==> config.mk <==
export PLATFORM = sky130hd
export DESIGN_NAME = bcd_clock_seven_segment_scan_flat
export DESIGN_NICKNAME = d
export VERILOG_FILES = /design/src/rtl/bcss_pkg.sv /design/src/rtl/bcss_channels.sv /design/src/rtl/bcss_timekeeper.sv /design/src/rtl/bcd_clock_seven_segment_scan.sv /design/src/flat_wrapper.sv
export SDC_FILE = /design/constraint.sdc
export NUM_CORES = 1
export LEC_CHECK = 0
export ABC_AREA = 1
export BUFFER_PORTS_ARGS = -buffer_cell sky130_fd_sc_hd__buf_2
export CORE_MARGIN = 5
export CORE_UTILIZATION = 61
export DETAILED_ROUTE_END_ITERATION = 8
export GPL_TIMING_DRIVEN = 0
export PLACE_DENSITY = 0.8
export SETUP_SLACK_MARGIN = 0.2
export SYNTH_ARGS = -nofsm -noshare
export SYNTH_HDL_FRONTEND = slang
export SYNTH_SLANG_ARGS = --single-unit
==> constraint.sdc <==
create_clock -name clock -period 4.76 [get_ports clock]
set_input_delay 0.952 -clock clock [delete_from_list [all_inputs] [get_ports clock]]
set_output_delay 0.952 -clock clock [all_outputs]
set_load 0.005 [all_outputs]
==> src/rtl/bcss_pkg.sv <==
`timescale 1ns / 1ps
package bcss_pkg;

   // configuration register indexes
   localparam logic CSR_TICKS_PER_SECOND = 1'b0;
   localparam logic CSR_BUTTON_LOCKOUT   = 1'b1;

   localparam int CSR_DATA_WIDTH = 16;

   localparam logic [15:0] TICKS_PER_SECOND_RESET = 16'd1000;
   localparam logic [15:0] BUTTON_LOCKOUT_RESET   = 16'd500;
   localparam logic [15:0] COUNT_MAX              = 16'hFFFF;

   // BCD time of day, 24-hour
   typedef struct packed {
      logic [1:0] hour_tens;
      logic [3:0] hour_units;
      logic [2:0] minute_tens;
      logic [3:0] minute_units;
      logic [2:0] second_tens;
      logic [3:0] second_units;
   } time_type;

   // 15:30:00
   localparam time_type TIME_RESET = '{
      hour_tens:    2'd1,
      hour_units:   4'd5,
      minute_tens:  3'd3,
      minute_units: 4'd0,
      second_tens:  3'd0,
      second_units: 4'd0
   };

   // seven-segment code, bit0 segment a .. bit6 segment g; non-decimal codes blank
   function automatic logic [6:0] seg_encode(input logic [3:0] digit);
      logic [6:0] seg;
      case (digit)
         4'd0:    seg = 7'h3F;
         4'd1:    seg = 7'h06;
         4'd2:    seg = 7'h5B;
         4'd3:    seg = 7'h4F;
         4'd4:    seg = 7'h66;
         4'd5:    seg = 7'h6D;
         4'd6:    seg = 7'h7D;
         4'd7:    seg = 7'h07;
         4'd8:    seg = 7'h7F;
         4'd9:    seg = 7'h6F;
         default: seg = 7'h00;
      endcase
      return seg;
   endfunction

endpackage

==> src/rtl/bcss_channels.sv <==
`timescale 1ns / 1ps
// tick word: two button levels
interface bcss_req_if;
   logic valid;
   logic ready;
   logic press_show_min_sec;
   logic press_show_hour_min;

   modport source (output valid, output press_show_min_sec, output press_show_hour_min,
                   input ready);
   modport sink   (input valid, input press_show_min_sec, input press_show_hour_min,
                   output ready);
endinterface

// display word: one scanned digit
interface bcss_rsp_if;
   logic       valid;
   logic       ready;
   logic [6:0] segments;
   logic       decimal_point;
   logic [3:0] digit_enable;
   logic       showing_min_sec;
   logic       second_advanced;

   modport source (output valid, output segments, output decimal_point,
                   output digit_enable, output showing_min_sec, output second_advanced,
                   input ready);
   modport sink   (input valid, input segments, input decimal_point,
                   input digit_enable, input showing_min_sec, input second_advanced,
                   output ready);
endinterface

==> src/rtl/bcss_timekeeper.sv <==
`timescale 1ns / 1ps
module bcss_timekeeper (
   input  logic                clock,
   input  logic                reset,
   input  logic                tick,
   input  logic [15:0]         ticks_per_second,
   output bcss_pkg::time_type  now_time,
   output logic                second_due
);
   import bcss_pkg::*;

   time_type    time_ff, time_in;
   logic [15:0] prescaler_ff, prescaler_in;
   logic [15:0] rate;

   // treat a zero rate as one
   assign rate       = (ticks_per_second == 16'd0) ? 16'd1 : ticks_per_second;
   assign second_due = (prescaler_ff >= rate);
   assign now_time   = time_ff;

   // ripple the BCD time forward by one second
   always_comb begin
      time_in = time_ff;
      if (time_ff.second_units < 4'd9) begin
         time_in.second_units = time_ff.second_units + 4'd1;
      end else begin
         time_in.second_units = 4'd0;
         if (time_ff.second_tens < 3'd5) begin
            time_in.second_tens = time_ff.second_tens + 3'd1;
         end else begin
            time_in.second_tens = 3'd0;
            if (time_ff.minute_units < 4'd9) begin
               time_in.minute_units = time_ff.minute_units + 4'd1;
            end else begin
               time_in.minute_units = 4'd0;
               if (time_ff.minute_tens < 3'd5) begin
                  time_in.minute_tens = time_ff.minute_tens + 3'd1;
               end else begin
                  time_in.minute_tens = 3'd0;
                  if (time_ff.hour_tens <= 2'd1 && time_ff.hour_units < 4'd9) begin
                     time_in.hour_units = time_ff.hour_units + 4'd1;
                  end else if (time_ff.hour_tens <= 2'd1) begin
                     time_in.hour_units = 4'd0;
                     time_in.hour_tens  = time_ff.hour_tens + 2'd1;
                  end else if (time_ff.hour_tens == 2'd2 && time_ff.hour_units < 4'd3) begin
                     time_in.hour_units = time_ff.hour_units + 4'd1;
                  end else begin
                     // midnight wrap
                     time_in.hour_units = 4'd0;
                     time_in.hour_tens  = 2'd0;
                  end
               end
            end
         end
      end
   end

   // advance the prescaler, restart it at one on a second
   assign prescaler_in = second_due ? 16'd1 : prescaler_ff + 16'd1;

   always_ff @(posedge clock) begin
      if (reset) begin
         time_ff      <= TIME_RESET;
         prescaler_ff <= 16'd0;
      end else if (tick) begin
         prescaler_ff <= prescaler_in;
         if (second_due) begin
            time_ff <= time_in;
         end
      end
   end

   // a second restarts the prescaler at one
   assert property (@(posedge clock) disable iff (reset)
      tick && second_due |=> prescaler_ff == 16'd1)
      else $error("prescaler not restarted after a second");

   // time only moves on a due tick
   assert property (@(posedge clock) disable iff (reset)
      !(tick && second_due) |=> $stable(time_ff))
      else $error("time changed without a second");

   // digits stay decimal
   assert property (@(posedge clock) disable iff (reset)
      time_ff.second_units <= 4'd9 && time_ff.minute_units <= 4'd9
      && time_ff.second_tens <= 3'd5 && time_ff.minute_tens <= 3'd5
      && time_ff.hour_tens <= 2'd2)
      else $error("time digit out of range");

endmodule

==> src/rtl/bcd_clock_seven_segment_scan.sv <==
`timescale 1ns / 1ps
// 24-hour BCD clock driving a four-digit multiplexed seven-segment display.
// Each req word is one millisecond tick carrying the two mode-button levels; each
// tick yields exactly one rsp word for the digit scanned on that tick (one-hot
// digit_enable, bit0 leftmost, decimal point on digits 0 to 2). A tick is taken
// every clock cycle unless stalled, and its word appears in the next cycle from the
// output register, which is the only stage; req.ready drops only while that
// register holds a word the sink has not taken. The time resets to 15:30:00 and
// advances one second on the tick whose zero-based index equals ticks_per_second,
// then every ticks_per_second ticks (zero acts as one). After a sampled press the
// buttons are ignored for button_lockout minus one ticks; minutes-seconds wins
// when both are pressed. The displayed digit uses the time before that tick's
// advance. Write the csr registers only while no words are in flight.
module bcd_clock_seven_segment_scan (
   input  logic                                clock,
   input  logic                                reset,
   bcss_req_if.sink                            req_chan,
   bcss_rsp_if.source                          rsp_chan,
   input  logic                                csr_write_enable,
   input  logic                                csr_index,
   input  logic [bcss_pkg::CSR_DATA_WIDTH-1:0] csr_write_data
);
   import bcss_pkg::*;

   localparam logic [1:0] SCAN_DIGIT0 = 2'd0;
   localparam logic [1:0] SCAN_DIGIT1 = 2'd1;
   localparam logic [1:0] SCAN_DIGIT2 = 2'd2;
   localparam logic [1:0] SCAN_DIGIT3 = 2'd3;

   logic [15:0] ticks_per_second_ff;
   logic [15:0] button_lockout_ff;
   logic [15:0] lockout_ff, lockout_in, lockout_inc;
   logic        mode_ff, mode_in;
   logic [1:0]  scan_ff;
   logic        out_valid_ff;
   logic [6:0]  segments_ff;
   logic        decimal_point_ff;
   logic [3:0]  digit_enable_ff;
   logic        showing_ff;
   logic        advanced_ff;

   logic        accept;
   logic        sample;
   logic [3:0]  digit;
   time_type    now_time;
   logic        second_due;

   // take a tick whenever the output register is free or being drained
   assign req_chan.ready = !out_valid_ff || rsp_chan.ready;
   assign accept         = req_chan.valid && req_chan.ready;

   // configuration writes
   always_ff @(posedge clock) begin
      if (reset) begin
         ticks_per_second_ff <= TICKS_PER_SECOND_RESET;
         button_lockout_ff   <= BUTTON_LOCKOUT_RESET;
      end else if (csr_write_enable) begin
         unique case (csr_index)
            CSR_TICKS_PER_SECOND: ticks_per_second_ff <= csr_write_data;
            CSR_BUTTON_LOCKOUT:   button_lockout_ff   <= csr_write_data;
            default:              ;
         endcase
      end
   end

   bcss_timekeeper u_timekeeper (
      .clock            (clock),
      .reset            (reset),
      .tick             (accept),
      .ticks_per_second (ticks_per_second_ff),
      .now_time         (now_time),
      .second_due       (second_due)
   );

   // saturate the lockout count, then sample buttons once it has run out
   assign lockout_inc = (lockout_ff != COUNT_MAX) ? lockout_ff + 16'd1 : lockout_ff;
   assign sample      = (lockout_inc >= button_lockout_ff);

   always_comb begin
      lockout_in = lockout_inc;
      mode_in    = mode_ff;
      if (sample && req_chan.press_show_min_sec) begin
         lockout_in = 16'd0;
         mode_in    = 1'b1;
      end else if (sample && req_chan.press_show_hour_min) begin
         lockout_in = 16'd0;
         mode_in    = 1'b0;
      end
   end

   // pick the scanned digit from the current time and the updated mode
   always_comb begin
      case (scan_ff)
         SCAN_DIGIT0: digit = mode_in ? {1'b0, now_time.minute_tens}
                                      : {2'b00, now_time.hour_tens};
         SCAN_DIGIT1: digit = mode_in ? now_time.minute_units : now_time.hour_units;
         SCAN_DIGIT2: digit = mode_in ? {1'b0, now_time.second_tens}
                                      : {1'b0, now_time.minute_tens};
         default:     digit = mode_in ? now_time.second_units : now_time.minute_units;
      endcase
   end

   // control state
   always_ff @(posedge clock) begin
      if (reset) begin
         lockout_ff   <= 16'd0;
         mode_ff      <= 1'b0;
         scan_ff      <= SCAN_DIGIT0;
         out_valid_ff <= 1'b0;
      end else begin
         if (accept) begin
            lockout_ff <= lockout_in;
            mode_ff    <= mode_in;
            scan_ff    <= scan_ff + 2'd1;
         end
         if (accept) begin
            out_valid_ff <= 1'b1;
         end else if (rsp_chan.ready) begin
            out_valid_ff <= 1'b0;
         end
      end
   end

   // load the display word
   always_ff @(posedge clock) begin
      if (accept) begin
         segments_ff      <= seg_encode(digit);
         decimal_point_ff <= (scan_ff != SCAN_DIGIT3);
         digit_enable_ff  <= 4'b0001 << scan_ff;
         showing_ff       <= mode_in;
         advanced_ff      <= second_due;
      end
   end

   assign rsp_chan.valid           = out_valid_ff;
   assign rsp_chan.segments        = segments_ff;
   assign rsp_chan.decimal_point   = decimal_point_ff;
   assign rsp_chan.digit_enable    = digit_enable_ff;
   assign rsp_chan.showing_min_sec = showing_ff;
   assign rsp_chan.second_advanced = advanced_ff;

   // an accepted tick always leaves a word in the output register
   assert property (@(posedge clock) disable iff (reset)
      accept |=> out_valid_ff)
      else $error("accepted tick produced no word");

   // a pending word enables exactly one digit, point off only on the last
   assert property (@(posedge clock) disable iff (reset)
      out_valid_ff |-> $onehot(digit_enable_ff) && (decimal_point_ff == !digit_enable_ff[3]))
      else $error("bad digit enable or decimal point");

   // a mode change clears the lockout count
   assert property (@(posedge clock) disable iff (reset)
      accept && (mode_in != mode_ff) |=> lockout_ff == 16'd0)
      else $error("mode changed without clearing lockout");

   // the scan only steps on an accepted tick
   assert property (@(posedge clock) disable iff (reset)
      !accept |=> $stable(scan_ff) && $stable(mode_ff))
      else $error("scan or mode moved without a tick");

endmodule
==> src/flat_wrapper.sv <==
// flat-port wrapper written by rule: the top's interface ports become plain ports
module bcd_clock_seven_segment_scan_flat import bcss_pkg::*;
  (clock, reset, csr_write_enable, csr_index, csr_write_data, req_chan_valid, req_chan_press_show_min_sec, req_chan_press_show_hour_min, req_chan_ready, rsp_chan_valid, rsp_chan_segments, rsp_chan_decimal_point, rsp_chan_digit_enable, rsp_chan_showing_min_sec, rsp_chan_second_advanced, rsp_chan_ready);
  bcss_req_if req_chan_i ();
  bcss_rsp_if rsp_chan_i ();
  input  logic clock;
  input  logic reset;
  input  logic csr_write_enable;
  input  logic csr_index;
  input  logic [bcss_pkg::CSR_DATA_WIDTH-1:0] csr_write_data;
  input wire logic [$bits(req_chan_i.valid)-1:0] req_chan_valid;
  input wire logic [$bits(req_chan_i.press_show_min_sec)-1:0] req_chan_press_show_min_sec;
  input wire logic [$bits(req_chan_i.press_show_hour_min)-1:0] req_chan_press_show_hour_min;
  output wire logic [$bits(req_chan_i.ready)-1:0] req_chan_ready;
  output wire logic [$bits(rsp_chan_i.valid)-1:0] rsp_chan_valid;
  output wire logic [$bits(rsp_chan_i.segments)-1:0] rsp_chan_segments;
  output wire logic [$bits(rsp_chan_i.decimal_point)-1:0] rsp_chan_decimal_point;
  output wire logic [$bits(rsp_chan_i.digit_enable)-1:0] rsp_chan_digit_enable;
  output wire logic [$bits(rsp_chan_i.showing_min_sec)-1:0] rsp_chan_showing_min_sec;
  output wire logic [$bits(rsp_chan_i.second_advanced)-1:0] rsp_chan_second_advanced;
  input wire logic [$bits(rsp_chan_i.ready)-1:0] rsp_chan_ready;
  assign req_chan_i.valid = req_chan_valid;
  assign req_chan_i.press_show_min_sec = req_chan_press_show_min_sec;
  assign req_chan_i.press_show_hour_min = req_chan_press_show_hour_min;
  assign req_chan_ready = req_chan_i.ready;
  assign rsp_chan_valid = rsp_chan_i.valid;
  assign rsp_chan_segments = rsp_chan_i.segments;
  assign rsp_chan_decimal_point = rsp_chan_i.decimal_point;
  assign rsp_chan_digit_enable = rsp_chan_i.digit_enable;
  assign rsp_chan_showing_min_sec = rsp_chan_i.showing_min_sec;
  assign rsp_chan_second_advanced = rsp_chan_i.second_advanced;
  assign rsp_chan_i.ready = rsp_chan_ready;
  bcd_clock_seven_segment_scan u_core (.clock(clock), .reset(reset), .req_chan(req_chan_i), .rsp_chan(rsp_chan_i), .csr_write_enable(csr_write_enable), .csr_index(csr_index), .csr_write_data(csr_write_data));
endmodule
==> key figures <==
Timing
  • Worst-Margin Slew: 0.768 ns
  • Final Hold Fails: 0
  • Post-Route Hold Slack: 0.467 ns
  • Worst slew margin: 48.7%
  • RSZ-0062 raised after global routing: no
  • Final setup TNS: 0 ns
  • Setup ws final: 0.457 ns
  • Final setup violation count: 0
  • Tcrit/Tclk final: 90.4%
  • Final min period: 4.30 ns
  • Fmax: 232 MHz
  • Clock Skew: 0.00795 ns
  • Slew Viols, Final: 0

Floorplanning
  • Starting Density: 62.2%
  • # rows: 35
  • Top-level I/O count: 40
  • Die width: 107 um
  • Core Area: 9200 um^2
  • Die Ht: 107 um
  • Die area: 11400 um^2

Job
  • MaxCap Viol Count: 0

Logic synthesis
  • Cell Area, Synth: 5720 um^2
  • Post-synth EDFFs: 14
  • Yosys cell types: 49
  • #FFs+latches synth: 102
  • Avg Inst Size Synth: 7.69 um^2
  • Post-synthesis sequential area ratio: 38.1%
  • Yosys warns: 0
  • Dominant synthesized flop cell: dfxtp_1
  • Net Count, Synth: 821
  • Post-synth ARST share: 0%
  • Cells after synthesis: 744

Finish
  • Number of diodes: 0
  • Nets: 882
  • FILL cells: 743
  • Final non-filler cell total: 921
  • Synthesis-to-layout area growth: 11.8%
  • Share of cells above drive strength 1: 14.2%

Setup path
  • Top cell by count, worst path: nand2_1
  • CP bufs+invs: 5
  • CP peak stage delay: 0.37 ns
  • Reg-to-reg startpoint: u_core.lockout_ff[0]
  • Crit end category: register
  • Worst R2R End: u_core.rsp_chan.segments[4]
  • Flop-to-flop setup slack: 0.46 ns
  • Instance count on the critical path: 32
  • Required @ worst endpoint: 4.89 ns
  • WP data arrival: 4.44 ns
  • Crit Path Category: register to register
  • R2r worst-path depth: 32
  • CP max FO: 9
  • CP max stage cell: dfxtp_4
  • Critical path's top delay family: simple AND/OR/NAND/NOR gates
  • Type of origin of the critical path: register

Placed design
  • GP Congestion: 0.873
  • Placed insts: 893
  • Buffers added on ports: 38
  • Half-perimeter wire length after placement: 9960 um
  • Place WS: 0.420 ns

Global route
  • Global Route Usage Sum: 23.6%
  • Vias in the first global route: 4865
  • Largest net degree at the start of global routing: 20
  • Initial antenna violation count: 0
  • Grt total ovfl: 0
  • Global-route wire length before repair: 21800 um

Hold path
  • Hold Crit Start: u_core.button_lockout_ff[1]
  • Worst hold stages: 2
  • Worst hold endpoint: u_core.button_lockout_ff[1]
  • Hold Path Class: register to register

Routing
  • Residual DRC count: 0
  • Drt wl/cell: 14.5 um
  • Antenna-violating nets left: 0
  • Detailed router's first-iteration violation count: 332
  • Vias per cell: 5.54
  • Drt pass-1 iters: 5
  • Via count: 5102
  • WL final: 13400 um

Clock network
  • Clk pin slew, worst setup/hold paths: 0.10 ns
  • Skew-Pair Late Insertion Delay: 0.36 ns
  • H-Tree Level Count: 3
  • CTS Buffer Depth: 2
  • Num CTS Buffers: 9
  • Root buffer cell: clkbuf_8
  • TritonCTS clock tree: yes
  • # clock sinks: 102

Pwr
  • Overall power: 0.00176 W
  • VDD IR max: 189 uV
  • Pwr Density: 276 nW/um^2
  • Leakage: 2.83 nW

Outcome
  • Status: finished, final reports clean
[layout make-up]
type | count | area [um^2] | share of cell area, %
multi-input combinational | 510 | 3060 | 47.9
sequential | 102 | 2190 | 34.2
clock inverter | 7 | 88.8 | 1.39
clock buffer | 9 | 124 | 1.94
buffer | 19 | 82.6 | 1.29
tap | 111 | 139 | 2.17
inverter | 113 | 427 | 6.67
timing repair buffer | 50 | 284 | 4.44
[Yosys cell counts, drive strengths merged (3+ instances only)]
cell,count,area share [%]
a211oi,5,0.66
a21oi,80,7.3
buf,4,0.46
clkbuf,15,0.98
dfxtp,88,31
edfxtp,14,7.3
ha,53,12
inv,112,7.4
nand2,160,11
nand3,32,3.1
nand3b,3,0.39
nand4,6,0.77
nor2,51,4.1
nor3,18,2.2
nor3b,4,0.52
nor4,7,0.87
o211ai,16,2.1
o21ai,40,3.6
o22ai,4,0.44
or2,3,0.33
xnor2,7,1.1
xor2,9,1.4
[per-stage QoR]
step	utilization [%]	area [um^2]
detailed placement	65.8	6050
finish	69.5	6390
floorplan	-	5720
CTS	68.1	6260
global route	69.5	6390
global placement	65.8	6050
[cells by family after synthesis]
kind of cell,after synthesis,share of synthesized area [%]
compound gates,154,15.3
flops,102,38.1
simple gates,287,23.6
xor+xnor,16,2.45
buf+inv,132,8.90
fa+ha+maj,53,11.6
[layout by cell type (no fill, tap or decap), types with 9 or more instances in the layout]
cell type and instances:
nor3_1 12, a21oi_1 75, ha_1 53, xor2_1 9
nand3_1 27, nand2_1 146, o21ai_0 38, o211ai_1 16
dfxtp_1 86, buf_2 38, nand2_2 12, edfxtp_1 14
inv_1 105, clkbuf_1 15, nor2_1 46, buf_4 12
clkbuf_8 9
[report_power, final]
group	leakage, nW	internal (W)	total [W]	switching (W)
logic	1.87	0.0000892	0.000243	0.000154
clock network	0.103	0.000293	0.000591	0.000298
registers	0.851	0.000914	0.000930	0.0000158
total	2.83	0.00130	0.00176	0.000467
[worst reg2reg max path, delay by kind of cell, from the launching register on]
family                   cells  cell delay, ns
AND/OR/NAND/NOR             22            2.29
buffers and inverters        5            0.49
flip-flops                   1            0.37
adder cells (fa/ha/maj)      3            0.62
AO/OA/AOI/OAI                2            0.30
[worst max path at each step]
| stage | to | start |
|---|---|---|
| 6_report | u_core.rsp_chan.segments[4] | u_core.lockout_ff[0] |
| 5_1_grt | u_core.rsp_chan.segments[3] | u_core.lockout_ff[0] |
| 4_1_cts | u_core.rsp_chan.segments[4] | u_core.lockout_ff[0] |
| 3_5_place_dp | u_core.rsp_chan.segments[4] | u_core.lockout_ff[0] |
| 3_3_place_gp | u_core.rsp_chan.segments[4] | u_core.lockout_ff[0] |
| 2_1_floorplan | u_core.rsp_chan.segments[4] | u_core.lockout_ff[0] |
[flip-flops by register name, indices dropped and copies added, names as in the netlist]
name / count
u_core.rsp_chan.decimal_point: 1
u_core.mode_ff: 1
u_core.rsp_chan.digit_enable: 4
u_core.rsp_chan.second_advanced: 1
u_core.rsp_chan.segments: 7
u_core.u_timekeeper.prescaler_ff: 16
u_core.rsp_chan.showing_min_sec: 1
u_core.button_lockout_ff: 16
u_core.rsp_chan.valid: 1
u_core.scan_ff: 2
u_core.lockout_ff: 16
u_core.u_timekeeper.now_time: 20
u_core.ticks_per_second_ff: 16
[metal layers]
metal  vias up  track usage [%]  wire length (um)
li1       2581                -                 -
met1      2347             28.7              5830
met2       143             41.7              6480
met3        31             4.94               705
met4         0             7.03               376
met5         -                0                 0
[timing repair]
| action | in CTS | in global routing |
|---|---|---|
| hold buffers | 0 | 0 |
| gates resized for setup | 0 | 15 |
| setup endpoints to repair | 0 | 6 |
| endpoints found under the hold margin | 0 | 0 |
| setup buffers | 0 | 12 |
Note: power is estimated with default switching activity, not from simulation.
